===== src/sv/mwf_pkg.sv =====
package mwf_pkg;

  localparam int MAX_SIDE = 32;
  localparam int CW       = 5;
  localparam int IW       = 15;
  localparam int VOL      = 32768;
  localparam int DW       = 6;
  localparam int GW       = 8;
  localparam int LEVELS   = 256;
  localparam int LVW      = 8;

  localparam logic [1:0] ACT_LOAD = 2'd0;
  localparam logic [1:0] ACT_ADD  = 2'd1;
  localparam logic [1:0] ACT_RUN  = 2'd2;
  localparam logic [1:0] ACT_READ = 2'd3;

  localparam logic [1:0] ST_OK     = 2'd0;
  localparam logic [1:0] ST_NOMARK = 2'd1;
  localparam logic [1:0] ST_OVF    = 2'd2;

  localparam logic [1:0] REG_X = 2'd0;
  localparam logic [1:0] REG_Y = 2'd1;
  localparam logic [1:0] REG_Z = 2'd2;

  localparam logic [1:0] OFF_MID = 2'd1;
  localparam logic [1:0] OFF_TOP = 2'd2;

  typedef struct packed {
    logic [15:0]   r2;
    logic [CW-1:0] z;
    logic [CW-1:0] y;
    logic [CW-1:0] x;
  } marker_t;

  typedef struct packed {
    logic          ok;
    logic [CW-1:0] x;
    logic [CW-1:0] y;
    logic [CW-1:0] z;
    logic [IW-1:0] idx;
  } nbr_t;

  typedef enum logic [4:0] {
    S_WIPE, S_IDLE, S_RD0, S_RD1, S_RD2, S_RUN0, S_RUN1, S_CLR,
    S_SCAN, S_SCAN_CHK, S_SEED_RD, S_SEED_M, S_SEED_C, S_SEED_I, S_SEED_WR,
    S_NB_CALC, S_NB_IDX, S_NB_RD, S_NB_CHK, S_NB_ENQ, S_NB_NEXT,
    S_LEV, S_HEAD, S_NODE, S_NODE_LAB, S_NODE_MK, S_TAIL, S_TAIL_CHK, S_OUT
  } state_t;

  function automatic logic [DW-1:0] clamp_dim(input logic [DW-1:0] v);
    logic [DW-1:0] r;
    r = v;
    if (v == '0) r = DW'(1);
    else if (v > DW'(MAX_SIDE)) r = DW'(MAX_SIDE);
    return r;
  endfunction

  function automatic logic [5:0] off_inc(input logic [5:0] o);
    logic [5:0] r;
    r = o;
    if (o[1:0] != OFF_TOP) r[1:0] = o[1:0] + 2'd1;
    else begin
      r[1:0] = 2'd0;
      if (o[3:2] != OFF_TOP) r[3:2] = o[3:2] + 2'd1;
      else begin
        r[3:2] = 2'd0;
        r[5:4] = o[5:4] + 2'd1;
      end
    end
    return r;
  endfunction

endpackage


===== src/sv/mwf_nbr.sv =====
module mwf_nbr (
  input  logic                        clk,
  input  logic [mwf_pkg::CW-1:0]      cx,
  input  logic [mwf_pkg::CW-1:0]      cy,
  input  logic [mwf_pkg::CW-1:0]      cz,
  input  logic [1:0]                  ox,
  input  logic [1:0]                  oy,
  input  logic [1:0]                  oz,
  input  mwf_pkg::marker_t            mk,
  input  logic [mwf_pkg::DW-1:0]      dim_x,
  input  logic [mwf_pkg::DW-1:0]      dim_y,
  input  logic [mwf_pkg::DW-1:0]      dim_z,
  output mwf_pkg::nbr_t               nb
);

  logic signed [6:0] nx, ny, nz, ex, ey, ez;
  logic [13:0] d2;
  logic inb, ok1;
  logic [mwf_pkg::CW-1:0] x1, y1, z1;
  logic [9:0] t1;
  logic [10:0] t;
  logic [15:0] n;

  always_comb begin
    nx = $signed({2'b0, cx}) + $signed({5'b0, ox}) - 7'sd1;
    ny = $signed({2'b0, cy}) + $signed({5'b0, oy}) - 7'sd1;
    nz = $signed({2'b0, cz}) + $signed({5'b0, oz}) - 7'sd1;
    ex = nx - $signed({2'b0, mk.x});
    ey = ny - $signed({2'b0, mk.y});
    ez = nz - $signed({2'b0, mk.z});
    d2 = 14'(ex * ex) + 14'(ey * ey) + 14'(ez * ez);
    inb = (nx >= 7'sd0) && (nx < $signed({1'b0, dim_x})) &&
          (ny >= 7'sd0) && (ny < $signed({1'b0, dim_y})) &&
          (nz >= 7'sd0) && (nz < $signed({1'b0, dim_z}));
    t = 11'(nz[4:0] * dim_y) + {6'b0, ny[4:0]};
    n = 16'(t1 * dim_x) + {11'b0, x1};
  end

  always_ff @(posedge clk) begin
    ok1 <= inb && ({2'b0, d2} <= mk.r2);
    x1  <= nx[4:0];
    y1  <= ny[4:0];
    z1  <= nz[4:0];
    t1  <= t[9:0];
    nb.ok  <= ok1;
    nb.x   <= x1;
    nb.y   <= y1;
    nb.z   <= z1;
    nb.idx <= n[14:0];
  end

endmodule


===== config.mk =====
export PLATFORM = sky130hd
export DESIGN_NAME = mwf_nbr
export DESIGN_NICKNAME = d
export VERILOG_FILES = /design/src/sv/mwf_pkg.sv /design/src/sv/mwf_nbr.sv
export SDC_FILE = /design/constraint.sdc
export NUM_CORES = 1
export LEC_CHECK = 0
export BUFFER_PORTS_ARGS = -buffer_cell sky130_fd_sc_hd__buf_2
export CORE_ASPECT_RATIO = 1.5
export CORE_MARGIN = 2
export CORE_UTILIZATION = 59
export DETAILED_ROUTE_END_ITERATION = 7
export GPL_TIMING_DRIVEN = 0
export PLACE_DENSITY = 0.79
export REMOVE_ABC_BUFFERS = 1
export SLEW_MARGIN = 20
export SYNTH_ARGS = -nofsm -noshare
export SYNTH_HDL_FRONTEND = slang
export SYNTH_SLANG_ARGS = --single-unit

===== constraint.sdc =====
create_clock -name clk -period 13.6 [get_ports clk]
set_clock_uncertainty 0.15 [all_clocks]
set_input_delay 1.36 -clock clk [delete_from_list [all_inputs] [get_ports clk]]
set_output_delay 1.36 -clock clk [all_outputs]
set_load 0.01 [all_outputs]

==> impl_metrics.sql, run 1 <==
INSERT INTO impl_metrics (metric_group, metric, value, unit) VALUES
('run_status', 'run_status', 'complete, no violations', ''),
('yosys', 'yosys.cell_types.count', '53', ''),
('sta', 'finalCritPeriodShare', '84.3', '%'),
('setup_path', 'reg2reg_slack', '9220', 'ps'),
('global_routing', 'grt_start_max_net_pins', '15', ''),
('place', 'buffer_ports.inserted', '101', ''),
('setup_path', 'worst-endpoint-arrival', '11590', 'ps'),
('routing', 'post_drt_via_cell_ratio', '5.24', ''),
('routing', 'detailroute.via_count', '8252', ''),
('routing', 'detailed_route_wire_length', '23300', 'um'),
('sta', 'fmaxAchievable', '87.2', 'MHz'),
('floorplan', 'fp.dieW', '116', 'um'),
('floorplan', 'num_io_pins', '102', ''),
('yosys', 'seq_area_frac_synth', '10.2', '%'),
('clocking', 'postCtsSetupBuffers', '0', ''),
('global_routing', 'use_met1', '26.5', '%'),
('yosys', 'async_reset_ff_share', '0', '%'),
('clocking', 'clock_sink_count', '57', ''),
('setup_path', 'crit_required', '13720', 'ps'),
('place', 'hpwl', '20600', 'um'),
('routing', 'post_drt_wl_per_cell', '14.8', 'um'),
('setup_path', 'worst_path_max_delay_cell', 'sky130_fd_sc_hd__nor2_1', ''),
('sta', 'period_needed', '11470', 'ps'),
('floorplan', 'die_area', '20100', 'um^2'),
('clocking', 'cts_buffer_depth', '2', ''),
('sta', 'slew_headroom', '30.9', '%'),
('sta', 'timing_max_transition_violations_final', '0', ''),
('setup_path', 'timing.setup.critical_path_class', 'in -> reg', ''),
('clocking', 'htree_levels', '3', ''),
('setup_path', 'crit-reg2reg-capture', 'nb[14]$_DFF_P_', ''),
('clocking', 'cts_tree', 'done', ''),
('setup_path', 'endpoint_kind', 'register', ''),
('yosys', 'syn_area', '11200', 'um^2'),
('setup_path', 'highest_fanout_seen_on_the_critical_path', '11', ''),
('routing', 'drt_first_iter_violations', '316', ''),
('flow_run', 'maxCapViolCount', '0', ''),
('global_routing', 'globalRouteTotalUtil', '25.1', '%'),
('clocking', 'ctsHoldBuffers', '0', ''),
('clocking', 'clk_root_buffer_cell', 'sky130_fd_sc_hd__clkbuf_16', ''),
('routing', 'drc_errors', '0', ''),
('yosys', 'number_of_warnings_printed_during_yosys_synthesis', '0', ''),
('clocking', 'cts-resized-gates', '0', ''),
('setup_path', 'worstSetupStartpointType', 'input port', ''),
('min_path', 'hp-start', 'y1[4]$_DFF_P_', ''),
('setup_path', 'most_frequent_cp_cell', 'sky130_fd_sc_hd__fa_1', ''),
('min_path', 'hold_path_end', 'nb[24]$_DFF_P_', ''),
('yosys', 'ys_ff_latch', '57', ''),
('floorplan', 'initial_utilization', '60.2', '%'),
('sta', 'finalSetupViolCount', '0', ''),
('global_routing', 'busiest_layer', 'met2', ''),
('clocking', 'numCtsBuffers', '9', ''),
('yosys', 'synth_enable_flop_cells', '0', ''),
('global_routing', 'use_met2', '48.4', '%'),
('floorplan', 'core_area', '18500', 'um^2'),
('floorplan', 'die_height', '173', 'um'),
('clocking', 'insertion_delay', '330', 'ps'),
('setup_path', 'r2r_start', 't1[6]$_DFF_P_', ''),
('place', 'globalplace.congestion', '0.947', ''),
('yosys', 'post_synth_inst_count', '1220', ''),
('yosys', 'syn_area_per_cell', '9.16', 'um^2'),
('clocking', 'worst_setup_hold_path_clk_slew', '60', 'ps'),
('setup_path', 'reg2regPathDepth', '14', ''),
('sta', 'fin_setup_tns', '0', 'ps'),
('global_routing', 'grt_pass1_vias', '9031', ''),
('routing', 'antenna_left', '0', ''),
('final_layout', 'fillers', '1500', ''),
('sta', 'report.final.hold_viol_count', '0', ''),
('min_path', 'min_path_type', 'reg -> reg', ''),
('global_routing', 'grt_use_met3', '2.89', '%'),
('routing', 'detail_route.first_pass.iterations', '5', ''),
('final_layout', 'flow.area_growth_from_synthesis', '9.65', '%'),
('global_routing', 'grt_antenna_before_repair', '0', ''),
('yosys', 'synth_top_flop_cell', 'sky130_fd_sc_hd__dfxtp_1', ''),
('setup_path', 'critical-path-max-stage-delay', '620', 'ps'),
('sta', 'grt_setup_unrepaired', 'false', ''),
('global_routing', 'grt_first_pass_wirelength', '40100', 'um'),
('final_layout', 'antennaDiodeCount', '0', ''),
('final_layout', 'layout-drive-gt1-share', '10.1', '%'),
('sta', 'tightest_slew', '1030', 'ps'),
('global_routing', 'grt_remaining_overflow', '0', ''),
('sta', 'holdWs', '174', 'ps'),
('floorplan', 'floorplan.rows', '61', ''),
('min_path', 'hold_path_depth', '0', ''),
('final_layout', 'design.final.nets', '1761', '');
-- metal layers --
layer / part of all wire (%) / wire length [um]
met3: 2.7 / 641
met5: 0 / 0
met1: 35 / 8240
met4: 3.9 / 915
met2: 58 / 13500
-- synthesized netlist by cell type, types with 2 or more instances --
| cell type | number | area share, % |
|---|---|---|
| sky130_fd_sc_hd__clkbuf_1 | 11 | 0.37 |
| sky130_fd_sc_hd__nand2_1 | 81 | 2.7 |
| sky130_fd_sc_hd__nor3_2 | 2 | 0.18 |
| sky130_fd_sc_hd__xor2_1 | 22 | 1.7 |
| sky130_fd_sc_hd__and4_1 | 2 | 0.16 |
| sky130_fd_sc_hd__and2_1 | 34 | 1.9 |
| sky130_fd_sc_hd__nand4_1 | 2 | 0.11 |
| sky130_fd_sc_hd__a21oi_1 | 34 | 1.5 |
| sky130_fd_sc_hd__ha_1 | 182 | 20 |
| sky130_fd_sc_hd__or3_1 | 4 | 0.22 |
| sky130_fd_sc_hd__a21o_1 | 14 | 0.94 |
| sky130_fd_sc_hd__nor2_1 | 70 | 2.4 |
| sky130_fd_sc_hd__a21oi_2 | 3 | 0.24 |
| sky130_fd_sc_hd__dfxtp_1 | 57 | 10 |
| sky130_fd_sc_hd__xnor2_2 | 2 | 0.29 |
| sky130_fd_sc_hd__nand2b_1 | 5 | 0.28 |
| sky130_fd_sc_hd__nor3_1 | 20 | 0.90 |
| sky130_fd_sc_hd__a21boi_1 | 2 | 0.13 |
| sky130_fd_sc_hd__o21a_1 | 13 | 0.87 |
| sky130_fd_sc_hd__o21ai_0 | 21 | 0.94 |
| sky130_fd_sc_hd__or2_2 | 4 | 0.22 |
| sky130_fd_sc_hd__a211oi_1 | 2 | 0.13 |
| sky130_fd_sc_hd__xnor2_1 | 54 | 4.2 |
| sky130_fd_sc_hd__fa_1 | 189 | 34 |
| sky130_fd_sc_hd__a21boi_0 | 4 | 0.27 |
| sky130_fd_sc_hd__nor2b_1 | 10 | 0.56 |
| sky130_fd_sc_hd__o21bai_1 | 9 | 0.60 |
| sky130_fd_sc_hd__and3_1 | 4 | 0.22 |
| sky130_fd_sc_hd__nand3_1 | 7 | 0.31 |
| sky130_fd_sc_hd__o211ai_1 | 2 | 0.13 |
| sky130_fd_sc_hd__inv_1 | 329 | 11 |
| sky130_fd_sc_hd__a31oi_1 | 4 | 0.22 |
-- registers in the layout (all words and copies together) (netlist names) --
register / count
t1: 10
x1: 5
nb: 31
y1: 5
z1: 5
ok1: 1
-- metrics by stage --
step	cells	area [um^2]	utilization, %	setup slack [ps]
2_1_floorplan	1207	11100	-	3100
3_3_place_gp	1560	11900	64.4	1970
3_5_place_dp	1560	11900	64.4	1870
4_1_cts	1576	12200	66.0	2180
5_1_grt	1576	12200	66.0	1600
6_report	1576	12200	66.0	2130
-- placed cells by master, fill, tap and decap left out, types with 5 or more instances in the layout --
master / instances
sky130_fd_sc_hd__nor3_1: 20
sky130_fd_sc_hd__nand2b_1: 5
sky130_fd_sc_hd__xnor2_1: 54
sky130_fd_sc_hd__ha_1: 182
sky130_fd_sc_hd__clkbuf_16: 9
sky130_fd_sc_hd__o21ai_0: 21
sky130_fd_sc_hd__nor2b_1: 10
sky130_fd_sc_hd__fa_1: 189
sky130_fd_sc_hd__and2_1: 34
sky130_fd_sc_hd__buf_2: 101
sky130_fd_sc_hd__o21a_1: 13
sky130_fd_sc_hd__dfxtp_1: 57
sky130_fd_sc_hd__nand2_1: 81
sky130_fd_sc_hd__nor2_1: 70
sky130_fd_sc_hd__a21o_1: 14
sky130_fd_sc_hd__a21oi_1: 34
sky130_fd_sc_hd__nand3_1: 7
sky130_fd_sc_hd__xor2_1: 22
sky130_fd_sc_hd__o21bai_1: 9
sky130_fd_sc_hd__inv_1: 329
-- final cells by class --
class / count / area, um^2 / area share (%)
clock buffer: 10 / 229 / 1.87
clock inverter: 6 / 82.6 / 0.674
inverter: 331 / 1240 / 10.2
multi-input combinational: 819 / 8730 / 71.3
sequential: 57 / 1140 / 9.32
tap: 252 / 315 / 2.57
timing repair buffer: 101 / 505 / 4.13
-- logic make-up after synthesis --
kind of cell    after synthesis  share of synthesized area, %
mux                           1                        0.0896
xor+xnor                     78                          6.25
compound gates              119                          6.99
buf+inv                     344                          11.6
flops                        57                          10.2
fa+ha+maj                   371                          54.3
simple gates                250                          10.6
-- how the worst max path moves through the flow --
stage | from | cells after the start | slack, ps | to
2_1_floorplan | cy[1] | 34 | 3100 | ok1$_DFF_P_
4_1_cts | cy[1] | 34 | 2180 | ok1$_DFF_P_
3_5_place_dp | cy[1] | 34 | 1870 | ok1$_DFF_P_
3_3_place_gp | cy[1] | 34 | 1970 | ok1$_DFF_P_
5_1_grt | oy[1] | 34 | 1600 | ok1$_DFF_P_
6_report | cy[0] | 34 | 2130 | ok1$_DFF_P_
-- worst max-delay path: cells and delay by family --
kind / cells / cell delay, ps
adder cells (fa/ha/maj): 13 / 5470
AND/OR/NAND/NOR: 4 / 1480
AO/OA/AOI/OAI: 9 / 2200
buffers and inverters: 6 / 480
XOR/XNOR: 2 / 570
Power of run 1 is not shown: default switching activity piles up to over one toggle a cycle in this logic, so the estimate is an artifact.
==> inputs of run 2 (changes only) <==
clock period = 10.7 ns   (was 13.6 ns; I/O delays follow)
==> impl_metrics.sql, run 2 (synthesis results as in run 1) <==
INSERT INTO impl_metrics (metric_group, metric, value, unit) VALUES
('final_layout', 'antennaDiodeCount', '0', ''),
('place', 'buffer_ports.inserted', '101', ''),
('setup_path', 'worst_path_max_delay_cell', 'sky130_fd_sc_hd__fa_1', ''),
('global_routing', 'grt_antenna_before_repair', '0', ''),
('final_layout', 'layout_commonest_cell', 'sky130_fd_sc_hd__inv_1', ''),
('clocking', 'cts_tree', 'done', ''),
('setup_path', 'endpoint_kind', 'register', ''),
('global_routing', 'use_met2', '48.5', '%'),
('final_layout', 'layout-drive-gt1-share', '12.3', '%'),
('final_layout', 'design.final.nets', '1768', ''),
('sta', 'fmaxAchievable', '96.3', 'MHz'),
('setup_path', 'crit-reg2reg-capture', 'nb[14]$_DFF_P_', ''),
('global_routing', 'grt_use_met3', '2.89', '%'),
('sta', 'finalCritPeriodShare', '97.0', '%'),
('final_layout', 'most_frequent_cells_in_the_layout', 'sky130_fd_sc_hd__inv_1, sky130_fd_sc_hd__fa_1, sky130_fd_sc_hd__ha_1', ''),
('clocking', 'htree_levels', '3', ''),
('global_routing', 'grt_pass1_vias', '9056', ''),
('setup_path', 'r2r_start', 't1[6]$_DFF_P_', ''),
('min_path', 'hold_path_end', 'nb[24]$_DFF_P_', ''),
('sta', 'slew_headroom', '40.2', '%'),
('flow_run', 'maxCapViolCount', '0', ''),
('min_path', 'hold_path_depth', '0', ''),
('floorplan', 'floorplan.rows', '61', ''),
('final_layout', 'final-instance-count-excl-fill', '1583', ''),
('sta', 'period_needed', '10380', 'ps'),
('global_routing', 'grt_remaining_overflow', '0', ''),
('setup_path', 'reg2regPathDepth', '14', ''),
('clocking', 'clock_sink_count', '57', ''),
('setup_path', 'worstSetupStartpointType', 'input port', ''),
('final_layout', 'most_flops_register', 'nb', ''),
('setup_path', 'critical-path-max-stage-delay', '540', 'ps'),
('final_layout', 'largest_register_ff_count', '31', ''),
('min_path', 'hp-start', 'y1[4]$_DFF_P_', ''),
('routing', 'drc_errors', '0', ''),
('clocking', 'worst_setup_hold_path_clk_slew', '60', 'ps'),
('final_layout', 'flow.area_growth_from_synthesis', '11.9', '%'),
('global_routing', 'grt_first_pass_wirelength', '40200', 'um'),
('routing', 'post_drt_wl_per_cell', '15.0', 'um'),
('floorplan', 'die_area', '20100', 'um^2'),
('routing', 'antenna_left', '0', ''),
('setup_path', 'most_frequent_cp_cell', 'sky130_fd_sc_hd__fa_1', ''),
('routing', 'drt_first_iter_violations', '297', ''),
('routing', 'detail_route.first_pass.iterations', '4', ''),
('floorplan', 'fp.dieW', '116', 'um'),
('place', 'globalplace.congestion', '0.947', ''),
('clocking', 'numCtsBuffers', '9', ''),
('clocking', 'insertion_delay', '330', 'ps'),
('floorplan', 'core_area', '18500', 'um^2'),
('floorplan', 'num_io_pins', '102', ''),
('sta', 'timing_max_transition_violations_final', '0', ''),
('setup_path', 'worst-endpoint-arrival', '10500', 'ps'),
('setup_path', 'crit_required', '10820', 'ps'),
('routing', 'detailed_route_wire_length', '23800', 'um'),
('floorplan', 'initial_utilization', '60.2', '%'),
('setup_path', 'timing.setup.critical_path_class', 'in -> reg', ''),
('min_path', 'min_path_type', 'reg -> reg', ''),
('floorplan', 'die_height', '173', 'um'),
('sta', 'tightest_slew', '875', 'ps'),
('clocking', 'clk_root_buffer_cell', 'sky130_fd_sc_hd__clkbuf_16', ''),
('setup_path', 'highest_fanout_seen_on_the_critical_path', '13', ''),
('run_status', 'run_status', 'complete, no violations', ''),
('global_routing', 'grt_start_max_net_pins', '15', ''),
('sta', 'report.final.hold_viol_count', '0', ''),
('place', 'hpwl', '20600', 'um'),
('global_routing', 'use_met1', '26.6', '%'),
('global_routing', 'globalRouteTotalUtil', '25.2', '%'),
('clocking', 'cts_buffer_depth', '2', ''),
('routing', 'detailroute.via_count', '8346', ''),
('setup_path', 'reg2reg_slack', '6320', 'ps'),
('global_routing', 'busiest_layer', 'met2', ''),
('place', 'post-place-cells', '1560', ''),
('routing', 'post_drt_via_cell_ratio', '5.27', ''),
('final_layout', 'fillers', '1459', ''),
('final_layout', 'largestRegisters', 'nb x31, t1 x10', ''),
('sta', 'finalSetupViolCount', '0', '');
[run 2: changes by cell type in the layout (fill, tap and decap cells not counted), moves of 3 or more]
cell and delta:
sky130_fd_sc_hd__buf_4 +6, sky130_fd_sc_hd__xor2_1 -7, sky130_fd_sc_hd__a21oi_2 +3, sky130_fd_sc_hd__xnor2_1 -3, sky130_fd_sc_hd__a21oi_1 -4, sky130_fd_sc_hd__xor2_2 +4, sky130_fd_sc_hd__xor2_4 +3
[run 2: critical path, delay by kind of cell]
kind | cells | cell delay (ps)
XOR/XNOR | 3 | 640
buffers and inverters | 7 | 510
AO/OA/AOI/OAI | 8 | 1900
adder cells (fa/ha/maj) | 12 | 5000
AND/OR/NAND/NOR | 6 | 1370
[run 2: repair_timing]
action	CTS	global route
endpoints found under the setup margin	1	1
resized for setup	6	26
hold buffers	0	0
pin swaps	0	9
buffers inserted	0	7
[run 2: stage by stage]
step,area (um^2),TNS (ps),hold slack (ps),worst slack (ps),util [%]
final,12500,0,175,321,67.4
after global routing,12500,-86.0,189,-86.0,67.4
after detailed placement,11900,-739,162,-739,64.4
after floorplan,11100,0,160,490,-
after CTS,12300,0,172,53.0,66.2
after global placement,11900,-642,161,-642,64.4
[run 2: worst max path at each step]
stage | from | end | slack, ps | cells after the start
2_1_floorplan | cy[1] | ok1$_DFF_P_ | 490 | 34
3_3_place_gp | cy[1] | ok1$_DFF_P_ | -640 | 34
3_5_place_dp | cy[1] | ok1$_DFF_P_ | -740 | 34
4_1_cts | ox[1] | ok1$_DFF_P_ | 50 | 35
5_1_grt | cx[1] | ok1$_DFF_P_ | -90 | 35
6_report | cx[1] | ok1$_DFF_P_ | 320 | 36
[run 2: area by class of cell]
class                      instances  area [um^2]  area share, %
clock buffer                      10          229           1.83
tap                              252          315           2.52
sequential                        57         1140           9.13
multi-input combinational        819         8920           71.3
inverter                         331         1240           9.96
clock inverter                     6         82.6          0.661
timing repair buffer             108          571           4.56
[run 2: layer usage]
| metal | wire length (um) | vias to the layer above |
|---|---|---|
| met3 | 704 | 72 |
| li1 | - | 3919 |
| met2 | 13800 | 199 |
| met1 | 8300 | 4156 |
| met4 | 957 | 0 |
| met5 | 0 | - |
Power of run 2 is left out for the same reason.
